--- config.mk ---
export PLATFORM = sky130hd
export DESIGN_NAME = humidity_temperature_convert_average_top
export DESIGN_NICKNAME = d
export VERILOG_FILES = /design/src/rtl/htca_pkg.sv /design/src/rtl/humidity_temperature_convert_average_top.sv
export SDC_FILE = /design/constraint.sdc
export NUM_CORES = 1
export LEC_CHECK = 0
export BUFFER_PORTS_ARGS = -buffer_cell sky130_fd_sc_hd__buf_4
export CELL_PAD_IN_SITES_DETAIL_PLACEMENT = 0
export CELL_PAD_IN_SITES_GLOBAL_PLACEMENT = 1
export CORE_MARGIN = 2
export CORE_UTILIZATION = 30
export DETAILED_ROUTE_END_ITERATION = 10
export HOLD_SLACK_MARGIN = 0.03
export PLACE_DENSITY = 0.63
export SLEW_MARGIN = 20
export SYNTH_ARGS = -nofsm -noshare
export SYNTH_HDL_FRONTEND = slang
export SYNTH_SLANG_ARGS = --single-unit
--- constraint.sdc ---
create_clock -name clk -period 21.7 [get_ports clk]
set_input_delay 1.085 -clock clk [delete_from_list [all_inputs] [get_ports clk]]
set_output_delay 1.085 -clock clk [all_outputs]
set_load 0.01 [all_outputs]
--- src/rtl/htca_pkg.sv ---
package htca_pkg;

  // Default depth of the averaging history
  localparam int HISTORY_DEPTH_DEFAULT = 3;

  // Field widths
  localparam int ByteW    = 8;
  localparam int CodeW    = 20;
  localparam int HumW     = 17;
  localparam int TempW    = 15;
  localparam int InDataW  = 40;
  localparam int OutDataW = 32;

  // Conversion constants: humidity in milli-percent, temperature in centi-degrees
  localparam logic [HumW-1:0]  HumScale   = 17'd100000;
  localparam logic [TempW-1:0] TempScale  = 15'd20000;
  localparam logic [TempW-1:0] TempOffset = 15'd5000;

  // Limits of the converted values
  localparam logic [HumW-1:0]         HumMax  = 17'd99999;
  localparam logic signed [TempW-1:0] TempMin = -15'sd5000;
  localparam logic signed [TempW-1:0] TempMax = 15'sd14999;

  typedef logic [HumW-1:0]         hum_t;
  typedef logic signed [TempW-1:0] temp_t;

  // Five measurement bytes, byte 1 in the lowest bits
  typedef struct packed {
    logic [ByteW-1:0] b5;
    logic [ByteW-1:0] b4;
    logic [ByteW-1:0] b3;
    logic [ByteW-1:0] b2;
    logic [ByteW-1:0] b1;
  } meas_t;

endpackage

--- src/rtl/humidity_temperature_convert_average_top.sv ---
// Channel  Direction  Width  Contents (lowest bit first)
// s_*      in         40     meas_byte1, meas_byte2, meas_byte3, meas_byte4, meas_byte5
// m_*      out        32     temperature_avg_centi (15, signed), humidity_avg_milli (17)
//
// Three register stages: conversion, history update, averaging. One measurement
// enters per cycle unless a stalled output has filled the stages; its result is
// registered by each. The history stage updates the running sums once per measurement.
// rst (synchronous) empties the pipeline and clears the primed flag, so the next
// measurement refills the whole history. A stalled output holds each full stage;
// empty stages still take new transfers.
module humidity_temperature_convert_average_top #(
  parameter int HISTORY_DEPTH = htca_pkg::HISTORY_DEPTH_DEFAULT
) (
  input  logic                           clk,
  input  logic                           rst,
  input  logic                           s_tvalid,
  output logic                           s_tready,
  // meas_byte1 [7:0], meas_byte2 [15:8], meas_byte3 [23:16],
  // meas_byte4 [31:24], meas_byte5 [39:32]
  input  logic [htca_pkg::InDataW-1:0]   s_tdata,
  output logic                           m_tvalid,
  input  logic                           m_tready,
  // temperature_avg_centi [14:0], humidity_avg_milli [31:15]
  output logic [htca_pkg::OutDataW-1:0]  m_tdata
);

  // Sum widths grow with the depth of the history
  localparam int DepthBits = $clog2(HISTORY_DEPTH);
  localparam int HumSumW   = htca_pkg::HumW + DepthBits;
  localparam int TempSumW  = htca_pkg::TempW + DepthBits;

  // Division by the depth: multiply by a rounded-up reciprocal and shift.
  // Exact for every sum that fits its width.
  localparam int HumShift   = HumSumW + DepthBits;
  localparam int TempShift  = TempSumW + DepthBits;
  localparam int HumRecipW  = HumSumW + 2;
  localparam int TempRecipW = TempSumW + 2;
  localparam logic [63:0] HumRecip =
    ((64'd1 << HumShift) + 64'(HISTORY_DEPTH) - 64'd1) / 64'(HISTORY_DEPTH);
  localparam logic [63:0] TempRecip =
    ((64'd1 << TempShift) + 64'(HISTORY_DEPTH) - 64'd1) / 64'(HISTORY_DEPTH);
  localparam int HumProdW  = HumSumW + HumRecipW;
  localparam int TempProdW = TempSumW + TempRecipW;

  localparam int HumConvW  = htca_pkg::CodeW + htca_pkg::HumW;
  localparam int TempConvW = htca_pkg::CodeW + htca_pkg::TempW;

  // ---------------------------------------------------------------------------
  // Handshake: each stage moves when the one after it is empty or moving
  // ---------------------------------------------------------------------------
  logic conv_valid;
  logic hist_valid;
  logic ready_conv;
  logic ready_hist;
  logic ready_out;

  assign ready_out  = !m_tvalid || m_tready;
  assign ready_hist = !hist_valid || ready_out;
  assign ready_conv = !conv_valid || ready_hist;
  assign s_tready   = ready_conv;

  // ---------------------------------------------------------------------------
  // Stage 1: unpack the raw codes and scale them
  // ---------------------------------------------------------------------------
  htca_pkg::meas_t              meas;
  logic [htca_pkg::CodeW-1:0]   hum_code;
  logic [htca_pkg::CodeW-1:0]   temp_code;
  logic [HumConvW-1:0]          hum_prod;
  logic [TempConvW-1:0]         temp_prod;
  htca_pkg::hum_t               hum_new;
  htca_pkg::temp_t              temp_new;
  htca_pkg::hum_t               hum_conv;
  htca_pkg::temp_t              temp_conv;

  assign meas      = s_tdata;
  assign hum_code  = {meas.b1, meas.b2, meas.b3[7:4]};
  assign temp_code = {meas.b3[3:0], meas.b4, meas.b5};
  assign hum_prod  = HumConvW'(hum_code) * HumConvW'(htca_pkg::HumScale);
  assign temp_prod = TempConvW'(temp_code) * TempConvW'(htca_pkg::TempScale);
  assign hum_new   = hum_prod[htca_pkg::CodeW +: htca_pkg::HumW];
  // The true result always fits 15 signed bits, so the wrap of the subtraction is exact
  assign temp_new  = htca_pkg::temp_t'(temp_prod[htca_pkg::CodeW +: htca_pkg::TempW]
                                       - htca_pkg::TempOffset);

  always_ff @(posedge clk) begin
    if (rst) begin
      conv_valid <= 1'b0;
    end else if (ready_conv) begin
      conv_valid <= s_tvalid;
    end
    if (s_tvalid && ready_conv) begin
      hum_conv  <= hum_new;
      temp_conv <= temp_new;
    end
  end

  // ---------------------------------------------------------------------------
  // Stage 2: history shift line with running sums
  // ---------------------------------------------------------------------------
  logic                          primed;
  htca_pkg::hum_t                hum_hist  [HISTORY_DEPTH];
  htca_pkg::temp_t               temp_hist [HISTORY_DEPTH];
  logic [HumSumW-1:0]            hum_sum;
  logic signed [TempSumW-1:0]    temp_sum;
  logic [HumSumW-1:0]            hum_sum_next;
  logic signed [TempSumW-1:0]    temp_sum_next;
  logic [HumSumW-1:0]            hum_in_ext;
  logic signed [TempSumW-1:0]    temp_in_ext;
  logic signed [TempSumW-1:0]    temp_old_ext;
  logic                          hist_load;

  assign hist_load    = conv_valid && ready_hist;
  assign hum_in_ext   = HumSumW'(hum_conv);
  assign temp_in_ext  = TempSumW'(temp_conv);
  assign temp_old_ext = TempSumW'(temp_hist[0]);

  // First sample fills every slot: the sum is the sample times the depth.
  // Later samples drop the oldest slot and add the new one.
  always_comb begin
    if (primed) begin
      hum_sum_next  = hum_sum - HumSumW'(hum_hist[0]) + hum_in_ext;
      temp_sum_next = temp_sum - temp_old_ext + temp_in_ext;
    end else begin
      hum_sum_next  = HumSumW'(hum_in_ext * HISTORY_DEPTH);
      temp_sum_next = TempSumW'(temp_in_ext * HISTORY_DEPTH);
    end
  end

  always_ff @(posedge clk) begin
    if (rst) begin
      hist_valid <= 1'b0;
      primed     <= 1'b0;
    end else begin
      if (ready_hist) begin
        hist_valid <= conv_valid;
      end
      if (hist_load) begin
        primed <= 1'b1;
      end
    end
    if (hist_load) begin
      hum_sum  <= hum_sum_next;
      temp_sum <= temp_sum_next;
      for (int i = 0; i < HISTORY_DEPTH - 1; i++) begin
        hum_hist[i]  <= primed ? hum_hist[i+1]  : hum_conv;
        temp_hist[i] <= primed ? temp_hist[i+1] : temp_conv;
      end
      hum_hist[HISTORY_DEPTH-1]  <= hum_conv;
      temp_hist[HISTORY_DEPTH-1] <= temp_conv;
    end
  end

  // ---------------------------------------------------------------------------
  // Stage 3: divide the sums by the depth, truncating toward zero
  // ---------------------------------------------------------------------------
  logic                          temp_neg;
  logic [TempSumW-1:0]           temp_mag;
  logic [TempProdW-1:0]          temp_qprod;
  htca_pkg::temp_t               temp_q;
  logic [HumProdW-1:0]           hum_qprod;
  htca_pkg::hum_t                hum_avg;
  htca_pkg::temp_t               temp_avg;

  // Divide the magnitude so a negative mean rounds toward zero
  assign temp_neg   = temp_sum[TempSumW-1];
  assign temp_mag   = temp_neg ? TempSumW'(-temp_sum) : TempSumW'(temp_sum);
  assign temp_qprod = TempProdW'(temp_mag) * TempProdW'(TempRecip[TempRecipW-1:0]);
  assign temp_q     = htca_pkg::temp_t'(temp_qprod[TempShift +: htca_pkg::TempW]);
  assign hum_qprod  = HumProdW'(hum_sum) * HumProdW'(HumRecip[HumRecipW-1:0]);

  always_ff @(posedge clk) begin
    if (rst) begin
      m_tvalid <= 1'b0;
    end else if (ready_out) begin
      m_tvalid <= hist_valid;
    end
    if (hist_valid && ready_out) begin
      hum_avg  <= hum_qprod[HumShift +: htca_pkg::HumW];
      temp_avg <= temp_neg ? -temp_q : temp_q;
    end
  end

  assign m_tdata = {hum_avg, temp_avg};

`ifndef SYNTHESIS
  // Nothing can be past the history stage before the first sample has entered it
  a_unprimed_empty: assert property (@(posedge clk) disable iff (rst)
    !primed |-> (!hist_valid && !m_tvalid))
    else $error("history or output stage full before the first sample");

  // The first sample must land in the oldest and newest slots alike
  a_fill_all: assert property (@(posedge clk) disable iff (rst)
    $rose(primed) |-> (hum_hist[0] == hum_hist[HISTORY_DEPTH-1]
                       && temp_hist[0] == temp_hist[HISTORY_DEPTH-1]))
    else $error("first sample did not fill the whole history");

  // A mean of in-range samples stays in range
  a_out_range: assert property (@(posedge clk) disable iff (rst)
    m_tvalid |-> (hum_avg <= htca_pkg::HumMax && temp_avg >= htca_pkg::TempMin
                  && temp_avg <= htca_pkg::TempMax))
    else $error("average out of range");
`endif

endmodule

==> reports/metrics.cfg, run 1 <==
[critical_path]
crit_path_end_kind=flop
critical_path_arrival_ns=8.88
crit_type=reg -> reg
cp_max_fo=9
worst_setup_path_start_kind=flop
required_ns=21.94

[layout]
finalInstanceArea_sq_um=30930
drive_above_1_share_pct=5.159
diodes=0
nNetsFinal=3807
area_growth_pct=9.714

[floorplan]
io_pins=78
die_width_um=310.6
placementRows=112
die_h_um=310.6
core-area_sq_um=93190
dieArea_sq_um=96450
start_util_pct=30.26

[outcome]
status=complete, no violations

[route]
vias=18462
avgRoutedWirePerCell_um=13.97
wirelength_um=58430
drc=0
vias_per_cell=4.416
first_pass_iters=7
drtAntennaViolNets=0
drtIter0Drc=678

[timing]
finalCriticalPeriod_ns=8.644
tns_ns=0
fmaxAchievable_mhz=115.7
slew_headroom_pct=35.09
finalCritPeriodShare_pct=39.84
hold_viol=0
slew_violations=0
rsz0062_at_grt=no
finalSetupViolCount=0
clock_skew_ns=0.02238
tightest_slew_ns=0.9736

[synthesis]
synth_top_cell_by_area=ha_1
yosys.cell_types.count=84
async_flop_share_pct=0
synth-simple-area-share_pct=8.378
synthTopCellsByCount=inv_1, ha_1, fa_1
netlist_top_cells_area=ha_1, fa_1, edfxtp_1, inv_1, xnor2_1
synthMostInstantiatedCell=inv_1
ys.flop_type=edfxtp_1
synth_fa_ha_area_share_pct=46.27
netlist_area_sq_um=28200
synth_seq_cells=200
synthMuxAreaShare_pct=0.3239
synthXorXnorAreaFrac_pct=4.473
synth_top_area_share_pct=23.34
syn_area_per_cell_sq_um=9.904
synth_edf_count=196
synth_compound_area_share_pct=9.354
syn_nets=3740
yosys_warnings=0
netlist_instances=2847
synth_top_family_by_area=adder cells
yosysSeqAreaShare_pct=21.16

[global_route]
track_usage_pct=12.62
grt_max_degree=76
grt_pass1_wl_um=99420
antenna_found_initial=0
grt_pass1_vias=19325
grt.overflow.total=0

[clocking]
numCtsBuffers=17
htreeDepth=4
cts.sinks=200
ctsHoldBuffers=0
worst_skew_pair.late_latency_ns=0.50
cts_root_buf=clkbuf_16
ctsResizeCount=0
cts_setup_buffers=0
path_clk_slew_ns=0.09
cts_tree=yes
clockBufferDepth=2

[place]
placed_area_sq_um=30290
place.port_buffers=77
hpwlAfterDp_um=49810
place_congestion=0.8160

[run]
maxCapViolCount=0

[worst_hold_path]
hold_class=reg -> reg

-- final timing paths --
| check | start | endpoint | cells past startpoint | slack (ns) |
|---|---|---|---|---|
| worst min register to register | hum_hist[0][48] | hum_hist[0][31] | 2 | 0.52 |
| worst max register to register | temp_sum[0] | temp_avg[14] | 27 | 13.06 |
| worst min-delay path | hum_hist[0][48] | hum_hist[0][31] | 2 | 0.52 |
| worst max-delay path | temp_sum[0] | temp_avg[14] | 27 | 13.06 |
-- sequential cells by signal, summed over array words and instances, names as in the netlist --
name / cells
temp_conv: 15
m_tvalid: 1
hist_valid: 1
hum_avg: 17
primed: 1
hum_hist: 51
temp_avg: 15
hum_sum: 19
temp_hist: 45
conv_valid: 1
hum_conv: 17
temp_sum: 17
-- area by class of cell --
type                       instances  area (sq um)
fill                            9551         62250
multi-input combinational       1895         19430
sequential                       200          5969
inverter                         717          2691
tap                             1254          1569
timing repair buffer              83         623.1
clock buffer                      17         425.4
clock inverter                    15         222.7
-- critical path, cell delays in order (launching register included) --
cell and delay (ns):
edfxtp_1 0.64, inv_1 0.33, ha_1 0.26, nand3_1 0.13
or4_1 0.50, o31ai_1 0.42, xnor2_1 0.26, ha_1 0.24
inv_1 0.08, fa_1 0.58, inv_1 0.10, fa_1 0.69
inv_1 0.10, fa_1 0.49, fa_1 0.52, fa_1 0.54
inv_1 0.04, ha_1 0.32, a21oi_1 0.16, o31a_1 0.13
o21ai_0 0.16, a31oi_4 0.30, o211ai_2 0.14, and3_1 0.19
nand2b_1 0.21, o311ai_1 0.51, o41ai_2 0.17, xnor2_1 0.15
-- placed cells by master (no fill, tap or decap), types with 15 or more instances in the layout --
cell type  netlist  routed
inv_1          717     716
ha_1           526     526
fa_1           323     323
nand2_1        235     235
edfxtp_1       196     196
xnor2_1        102     102
a21oi_1         92      92
nor2_1          88      88
buf_4            0      83
o21ai_0         66      66
nor3_1          43      43
nand3_1         42      42
xor2_1          42      42
a21o_1          37      37
a31oi_1         19      18
clkbuf_16        0      17
nor2b_1         17      16
and3_1          16      16
o31ai_1         15      15
-- per-layer routing --
layer | routed length (um) | share of wire [%] | global-route usage [%]
met1 | 29350 | 50 | 17.43
met2 | 27090 | 46 | 21.01
met3 | 1070 | 1.8 | 1.480
met4 | 916 | 1.6 | 3.078
met5 | 0 | 0 | 0
-- stage by stage --
stage | util, % | hold slack (ns) | setup slack [ns] | std cells
6_report | 33.20 | 0.5189 | 13.06 | 4181
5_1_grt | 33.20 | 0.5334 | 12.48 | 4181
4_1_cts | 33.20 | 0.5221 | 13.00 | 4181
3_5_place_dp | 32.50 | 0.5020 | 13.01 | 4149
3_3_place_gp | 32.50 | 0.4984 | 13.17 | 4149
2_1_floorplan | - | 0.4756 | 10.11 | 2847
-- logic make-up after synthesis --
logic type / Yosys count
multiplexers: 7
flip-flops: 200
adder cells (fa/ha/maj): 849
buffers and inverters: 752
AND/OR/NAND/NOR: 517
AO/OA/AOI/OAI: 378
XOR/XNOR: 144
Power of run 1 is not shown: default switching activity piles up to over one toggle a cycle in this logic, so the estimate is an artifact.
==> run 2: changes to the inputs <==
- clock period: 21.7 -> 8.8 ns (I/O delays scaled with it)
==> run 2 against run 1 <==
  * Worst hold slack worse by 0.41 ns
  * Global-route usage up 0.074 points
  * Non-clock buffer count rose by 2
  * Sequential cell count unchanged
  * Clock-buffer cell count did not move
  * Fmax is 4.9% higher
  * Routed wire length up 1.1%
  * Final cell count about the same
  * First-iteration DRC count rose by 5.3%
  * Setup slack lost 12 ns
  * Final area is 0.11% higher
  * Critical endpoint unchanged
==> reports/metrics.cfg, run 2 (synthesis gave the netlist of run 1 again) <==
[outcome]
status=complete, no violations

[worst_hold_path]
holdPathEnd=primed
hold_class=in -> reg
hold_path_depth=2
min_from=rst

[layout]
largest_register_ff_count=51
regArea_sq_um=5969
nNetsFinal=3809
layout_commonest_cell=inv_1
area_growth_pct=9.829
drive_above_1_share_pct=5.258
largest-register=hum_hist
diodes=0
fillers=9584
multi_input_area_sq_um=19440
final_cell_mix=inv_1, ha_1, fa_1
largestRegisters=hum_hist x51, temp_hist x45, hum_sum x19

[timing]
hold_viol=0
fmaxAchievable_mhz=121.3
slew_headroom_pct=35.80
finalCriticalPeriod_ns=8.243
worst_slack_ns=0.5572
tns_ns=0
finalCritPeriodShare_pct=93.67
clock_skew_ns=0.01645
finalSetupViolCount=0
slew_violations=0
rsz0062_at_grt=no
tightest_slew_ns=0.9609

[critical_path]
rrSetupSlack_ns=0.56
required_ns=9.05
crit_type=reg -> reg
crit_start=temp_sum[0]
r2r-end=temp_avg[14]
worst_setup_path_start_kind=flop
cp_max_fo=7
critical_path_arrival_ns=8.50
rr_startpoint=temp_sum[0]
crit_path_end_kind=flop
r2r_cells=27

[clocking]
cts_setup_buffers=0
htreeDepth=4
cts_root_buf=clkbuf_16
worst_skew_pair.late_latency_ns=0.50
cts_tree=yes
ctsHoldBuffers=0
numCtsBuffers=17
clockBufferDepth=2
cts.sinks=200
ctsResizeCount=0
path_clk_slew_ns=0.09

[global_route]
grt_pass1_vias=19321
grt_pass1_wl_um=99740
antenna_found_initial=0
grt_max_degree=70
track_usage_pct=12.69
grt.overflow.total=0

[place]
place.port_buffers=77
hpwlAfterDp_um=50550
place_congestion=0.8157
preCtsSetupSlack_ns=0.4768

[route]
vias_per_cell=4.410
wirelength_um=59070
drc=0
drtIter0Drc=714
drtAntennaViolNets=0
avgRoutedWirePerCell_um=14.12
vias=18449
first_pass_iters=5

[run]
maxCapViolCount=0

[floorplan]
start_util_pct=30.26
dieArea_sq_um=96450
die_width_um=310.6
io_pins=78
core-area_sq_um=93190
die_h_um=310.6
placementRows=112

[run 2: changes by cell type in the layout (fill, tap and decap cells not counted)]
cell	delta
buf_4	+1
buf_8	+1
clkinv_4	-1
clkinvlp_4	+1
inv_12	-1
inv_16	+1
o311ai_1	-1
o311ai_2	+1
[run 2: worst max-delay path, stage by stage (launching register included)]
cell,delay [ns]
edfxtp_1,0.39
inv_1,0.24
ha_1,0.24
nand3_1,0.12
or4_1,0.51
o31ai_1,0.42
xnor2_1,0.24
ha_1,0.23
inv_1,0.08
fa_1,0.57
inv_1,0.10
fa_1,0.71
inv_1,0.10
fa_1,0.49
fa_1,0.52
fa_1,0.54
inv_1,0.04
ha_1,0.32
a21oi_1,0.18
o31a_1,0.15
o21ai_0,0.16
a31oi_4,0.31
o211ai_2,0.14
a31oi_1,0.26
xnor2_1,0.25
o2111ai_2,0.23
o41ai_2,0.35
xnor2_1,0.10
[run 2: routing by layer]
metal	wire length, um	global-route usage [%]
met4	778	2.824
met1	29590	17.63
met2	27570	21.19
met3	1129	1.420
met5	0	0
[run 2: how the worst max path moves through the flow]
stage,depth (start not counted),slack [ns],end
final,27,0.56,temp_avg[14]
after global routing,27,0.03,temp_avg[14]
after CTS,27,0.47,temp_avg[14]
after detailed placement,27,0.48,temp_avg[14]
after global placement,27,0.67,temp_avg[14]
after floorplan,26,0.93,temp_avg[13]
[run 2: cell type report]
type                       count  share of cell area, %
multi-input combinational   1895                  62.78
sequential                   200                  19.28
clock buffer                  17                  1.374
inverter                     717                  8.691
clock inverter                15                 0.7273
tap                         1254                  5.067
timing repair buffer          85                  2.085
[run 2: metrics by stage]
| step | hold slack [ns] | instances | util, % | cell area (sq um) |
|---|---|---|---|---|
| 3_5_place_dp | 0.5017 | 4151 | 32.52 | 30310 |
| 3_3_place_gp | 0.4983 | 4150 | 32.51 | 30290 |
| 5_1_grt | 0.09485 | 4183 | 33.23 | 30970 |
| 2_1_floorplan | 0.4758 | 2847 | - | 28200 |
| 6_report | 0.1136 | 4183 | 33.23 | 30970 |
| 4_1_cts | 0.07017 | 4183 | 33.22 | 30960 |
Power of run 2 is left out for the same reason.
